<file path="src/rtl/core/phl_pkg.sv">
`timescale 1ns / 1ps
// ----------------------------------------------------------------------------
// phl_pkg
// Shared types and constants for the 128-bit perfect hash lookup pipeline.
// ----------------------------------------------------------------------------
package phl_pkg;

    localparam int MOD_W  = 13;     // modulus / remainder width (up to 8191)
    localparam int HASH_W = 128;
    localparam int WORD_W = 32;

    localparam logic [1:0] CMD_WR_OFFSET = 2'd0;
    localparam logic [1:0] CMD_WR_ENTRY  = 2'd1;
    localparam logic [1:0] CMD_LOOKUP    = 2'd2;
    localparam logic [1:0] CMD_PLACE     = 2'd3;

    localparam logic [1:0] CFG_TABLE_SIZE   = 2'd0;
    localparam logic [1:0] CFG_TABLE_SHIFT  = 2'd1;
    localparam logic [1:0] CFG_OFFSET_SIZE  = 2'd2;
    localparam logic [1:0] CFG_OFFSET_SHIFT = 2'd3;

    // item as it enters the pipe
    typedef struct packed {
        logic [1:0]        cmd;
        logic [11:0]       slot;
        logic [63:0]       hash_low;
        logic [63:0]       hash_high;
        logic [WORD_W-1:0] offset_value;
    } front_t;

    // item after the offset table stage
    typedef struct packed {
        logic [1:0]  cmd;
        logic [11:0] slot;
        logic [63:0] hash_low;
        logic [63:0] hash_high;
    } back_t;

    typedef struct packed {
        back_t rec;
        logic  ovf;
    } tail_t;

endpackage

</file>
<file path="src/rtl/core/phl_mod.sv">
`timescale 1ns / 1ps
// ----------------------------------------------------------------------------
// phl_mod
// Pipelined remainder unit: eight restoring steps per stage, one tag per item.
// ----------------------------------------------------------------------------
module phl_mod
    import phl_pkg::*;
#(
    parameter int IN_W  = 64,
    parameter int LANES = 1,
    parameter int TAG_W = 1
)
(
    input  logic                             clk,
    input  logic                             rst_n,
    input  logic                             en,
    input  logic                             in_valid,
    input  logic [LANES-1:0][IN_W-1:0]       in_val,
    input  logic [MOD_W-1:0]                 in_n,
    input  logic [TAG_W-1:0]                 in_tag,
    output logic                             out_valid,
    output logic [LANES-1:0][MOD_W-1:0]      out_rem,
    output logic [TAG_W-1:0]                 out_tag
);

    localparam int STEPS  = 8;
    localparam int NSTAGE = IN_W / STEPS;

    function automatic logic [MOD_W-1:0] rem_step(input logic [MOD_W-1:0] r,
                                                  input logic b,
                                                  input logic [MOD_W-1:0] n);
        logic [MOD_W:0] t;
        t = {r, b};
        if (t >= {1'b0, n})
        begin
            t = t - {1'b0, n};
        end
        return t[MOD_W-1:0];
    endfunction

    for (genvar s = 0; s < NSTAGE; s++)
    begin : g_stage
        // per-stage registers
        logic                         valid_reg;
        logic [LANES-1:0][MOD_W-1:0]  rem_reg;
        logic [LANES-1:0][IN_W-1:0]   dvd_reg;
        logic [MOD_W-1:0]             n_reg;
        logic [TAG_W-1:0]             tag_reg;

        logic                         v_in;
        logic [LANES-1:0][MOD_W-1:0]  r_in;
        logic [LANES-1:0][IN_W-1:0]   d_in;
        logic [MOD_W-1:0]             n_in;
        logic [TAG_W-1:0]             t_in;
        logic [LANES-1:0][MOD_W-1:0]  rem_next;
        logic [LANES-1:0][IN_W-1:0]   dvd_next;

        if (s == 0)
        begin : g_first
            assign v_in = in_valid;
            assign r_in = '0;
            assign d_in = in_val;
            assign n_in = in_n;
            assign t_in = in_tag;
        end
        else
        begin : g_rest
            assign v_in = g_stage[s-1].valid_reg;
            assign r_in = g_stage[s-1].rem_reg;
            assign d_in = g_stage[s-1].dvd_reg;
            assign n_in = g_stage[s-1].n_reg;
            assign t_in = g_stage[s-1].tag_reg;
        end

        always_comb
        begin
            logic [MOD_W-1:0] r;
            logic [IN_W-1:0]  d;
            rem_next = '0;
            dvd_next = '0;
            for (int l = 0; l < LANES; l++)
            begin
                r = r_in[l];
                d = d_in[l];
                for (int k = 0; k < STEPS; k++)
                begin
                    r = rem_step(r, d[IN_W-1], n_in);
                    d = {d[IN_W-2:0], 1'b0};
                end
                rem_next[l] = r;
                dvd_next[l] = d;
            end
        end

        always_ff @(posedge clk or negedge rst_n)
        begin
            if (!rst_n)
            begin
                valid_reg <= 1'b0;
            end
            else if (en)
            begin
                valid_reg <= v_in;
            end
        end

        always_ff @(posedge clk)
        begin
            if (en)
            begin
                rem_reg <= rem_next;
                dvd_reg <= dvd_next;
                n_reg   <= n_in;
                tag_reg <= t_in;
            end
        end
    end

    assign out_valid = g_stage[NSTAGE-1].valid_reg;
    assign out_rem   = g_stage[NSTAGE-1].rem_reg;
    assign out_tag   = g_stage[NSTAGE-1].tag_reg;

endmodule

</file>
<file path="config.mk">
export PLATFORM = sky130hd
export DESIGN_NAME = phl_mod
export DESIGN_NICKNAME = d
export VERILOG_FILES = /design/src/rtl/core/phl_pkg.sv /design/src/rtl/core/phl_mod.sv
export SDC_FILE = /design/constraint.sdc
export NUM_CORES = 2
export LEC_CHECK = 0
export ABC_AREA = 1
export BUFFER_PORTS_ARGS = -buffer_cell sky130_fd_sc_hd__buf_4
export CAP_MARGIN = 10
export CORE_MARGIN = 10
export CORE_UTILIZATION = 66
export DETAILED_ROUTE_END_ITERATION = 16
export HOLD_SLACK_MARGIN = 0.02
export PLACE_DENSITY = 0.9
export SLEW_MARGIN = 30
export SYNTH_ARGS = -nofsm -noshare
export SYNTH_HDL_FRONTEND = slang
export SYNTH_SLANG_ARGS = --single-unit
</file>
<file path="constraint.sdc">
create_clock -name clk -period 48.3 [get_ports clk]
set_input_delay 9.66 -clock clk [delete_from_list [all_inputs] [get_ports clk]]
set_output_delay 9.66 -clock clk [all_outputs]
set_load 0.03 [all_outputs]
</file>
==> results.py <==
metrics = {
    "outcome": {
        "outcome": "finished, final reports clean",
    },
    "clock_network": {
        "cts_root_buffer": "clkbuf_16",
        "clock-sinks": 435,
        "numCtsBuffers": 51,
        "cts_tree": "done",
        "clkTransAtPathRegs_ns": 0.06,
        "ctsHoldBuffers": 0,
        "worstSkewPairLatency_ns": 0.69,
        "cts_resized": 0,
        "htree_levels": 2,
        "cts_buffer_depth": 3,
        "postCtsSetupBuffers": 0,
    },
    "synthesis": {
        "synth-compound-area-share_pct": 15.2,
        "synth_fa_ha_area_share_pct": 18.8,
        "synth.most_common_cell": "nand2_1",
        "ys_ff_latch": 435,
        "syn_area_sq_mm": 0.0615,
        "synth-simple-area-share_pct": 27.4,
        "ys_seq_area_share_pct": 21.2,
        "syn-num-nets": 9709,
        "yosys.area.top_type": "edfxtp_1",
        "muxShareOfSynthArea_pct": 0,
        "synthArstFlopShare_pct": 1.84,
        "synth_edf_count": 427,
        "yosys.area_share.xor_xnor_pct": 8.96,
        "yosysTopAreaCellShare_pct": 20.9,
        "synth_flop_cell": "edfxtp_1",
        "synth_area_leaders": "edfxtp_1, ha_1, nand2_1, inv_1, a21oi_1",
        "avgSynthCellArea_sq_um": 7.03,
        "ys.warnings.count": 0,
        "synth_top_family_by_area": "simple AND/OR/NAND/NOR gates",
        "synthCells": 8743,
        "synth_common_cells": "nand2_1, inv_1, ha_1, a21oi_1, nand3_1",
        "yosysUniqueCellTypes": 58,
    },
    "finish": {
        "antennaDiodeCount": 0,
        "multiInputGateArea_sq_mm": 0.0432,
        "drive_gt1_share_pct": 5.41,
        "fin_nets": 9748,
        "fin_util_pct": 70.3,
        "area_growth_pct": 5.27,
        "ff_latch_area_sq_mm": 0.0130,
        "largest_reg_flops": 224,
        "fillers": 7580,
    },
    "detailed_routing": {
        "drc_errors": 0,
        "vias": 59105,
        "ant_nets": 0,
        "routed_via_density": 5.87,
        "dr.pass1.iters": 8,
        "drtIter0Drc": 5274,
        "wire_per_inst_um": 16.3,
        "wirelength_um": 164000,
    },
    "timing": {
        "layout_min_cycle_time_ns": 27.60,
        "report.final.slew_viol_count": 0,
        "finalSetupTns_ns": 0,
        "rsz0062_at_grt": "false",
        "hold_viol": 0,
        "finalSetupViolCount": 0,
        "fin_crit_sh_pct": 57.1,
        "maxSlewHeadroom_pct": 41.3,
        "finClkSkew_ns": 0.0435,
        "tightestPinTransition_ns": 0.881,
        "max_freq_mhz": 36.2,
    },
    "worst_setup_path": {
        "cp_top_family": "compound AO/OA/AOI/OAI gates",
        "reg2reg_slack_ns": 28.24,
        "cp_max_fo": 23,
        "worstSetupPathType": "in -> reg",
        "crit_slowest_cell": "a21oi_2",
        "end_kind": "flop",
        "r2r-start": "g_stage[6].n_reg[1]",
        "worstPathRequired_ns": 48.72,
        "timing.rr.end": "out_rem[12]",
        "arrival_ns": 28.02,
        "crit_buf_inv": 12,
        "critPathMaxStageDelay_ns": 0.65,
        "r2r_cells": 86,
        "cp-start-kind": "input pin",
        "crit_top_cell": "nand2_1",
    },
    "die": {
        "core_area_sq_mm": 0.0921,
        "dieHeight_um": 325,
        "die_w_um": 325,
        "fp-row-count": 111,
        "start_util_pct": 66.7,
        "ios": 97,
        "die_area_sq_mm": 0.106,
    },
    "place": {
        "port_buffers": 96,
        "dp_hpwl_um": 128000,
        "globalplace.congestion": 0.991,
    },
    "min_path": {
        "min_to": "g_stage[1].dvd_reg[46]",
        "hold_class": "reg -> reg",
        "hold_depth": 0,
        "hold_start": "g_stage[0].dvd_reg[38]",
    },
    "global_route": {
        "grt_pass1_wl_um": 267000,
        "grt_overflow": 0,
        "grt_usage_pct": 29.5,
        "antenna_found_initial": 0,
        "grt_pass1_vias": 55737,
        "grt_max_degree": 83,
    },
    "run": {
        "drv_cap": 0,
    },
}
-- cell usage in the layout (no fill, tap or decap), drive strengths merged, types with 3 or more instances in the layout --
| cell | instances |
|---|---|
| a21boi | 27 |
| clkbuf | 59 |
| nand4 | 105 |
| a31oi | 35 |
| nand3b | 27 |
| o221ai | 38 |
| edfxtp | 427 |
| o21ai | 554 |
| o21a | 67 |
| o21bai | 86 |
| and2 | 27 |
| nand3 | 587 |
| o31ai | 9 |
| bufinv | 5 |
| inv | 1170 |
| fa | 63 |
| buf | 104 |
| xor2 | 385 |
| nor2 | 517 |
| a211oi | 9 |
| o2111ai | 42 |
| a21oi | 698 |
| clkinv | 24 |
| xnor2 | 244 |
| nor3 | 46 |
| clkinvlp | 3 |
| a21o | 51 |
| nand2 | 2529 |
| or2 | 38 |
| dfrtp | 8 |
| o211ai | 12 |
| ha | 821 |
-- worst register-to-register path, delay by kind of cell (launching register included) --
kind,cells,cell delay (ns)
compound gates,34,9.09
fa+ha+maj,8,3.18
buf+inv,13,1.64
flops,1,0.81
simple gates,31,5.04
-- metal layers --
metal	global-route usage (%)	vias up	routed length (um)
li1	-	29415	-
met2	51.0	2185	77600
met5	0	-	0
met3	3.44	525	10600
met4	13.8	0	7330
met1	36.4	26980	68100
-- cell families after synthesis --
family | after synthesis
AO/OA/AOI/OAI | 1634
AND/OR/NAND/NOR | 3878
flip-flops | 435
XOR/XNOR | 629
buffers and inverters | 1283
adder cells (fa/ha/maj) | 884
-- final cells by class --
type,count,area share (%)
multi-input cells,7025,66.8
flip-flops and latches,435,20.1
inverters,1165,6.76
well taps,1243,2.40
clock buffers,59,2.02
repair buffers,104,1.24
clock inverters,37,0.644
-- worst max path at each step --
| stage | end | cells past startpoint | slack (ns) | startpoint |
|---|---|---|---|---|
| 2_1_floorplan | g_stage[0].rem_reg[9] | 92 | 24.54 | in_n[1] |
| 3_3_place_gp | g_stage[0].rem_reg[12] | 84 | 20.64 | in_n[1] |
| 3_5_place_dp | g_stage[0].rem_reg[6] | 87 | 20.50 | in_n[1] |
| 4_1_cts | g_stage[0].rem_reg[6] | 87 | 21.13 | in_n[1] |
| 5_1_grt | g_stage[0].rem_reg[3] | 89 | 19.03 | in_n[1] |
| 6_report | g_stage[0].rem_reg[6] | 87 | 20.70 | in_n[1] |
-- metrics by stage --
stage | std cells | area (sq um) | hold WS [ns] | setup slack [ns]
detailed placement | 9972 | 63000 | 0.405 | 20.50
CTS | 10068 | 64700 | 0.391 | 21.13
floorplan | 8743 | 61500 | 0.400 | 24.54
global placement | 9972 | 62900 | 0.401 | 20.64
finish | 10068 | 64700 | 0.388 | 20.70
global route | 10068 | 64700 | 0.403 | 19.03
Power is left out: the tool's default activity adds up to more than one toggle a clock period on the data nets, which glitch-free logic cannot reach.
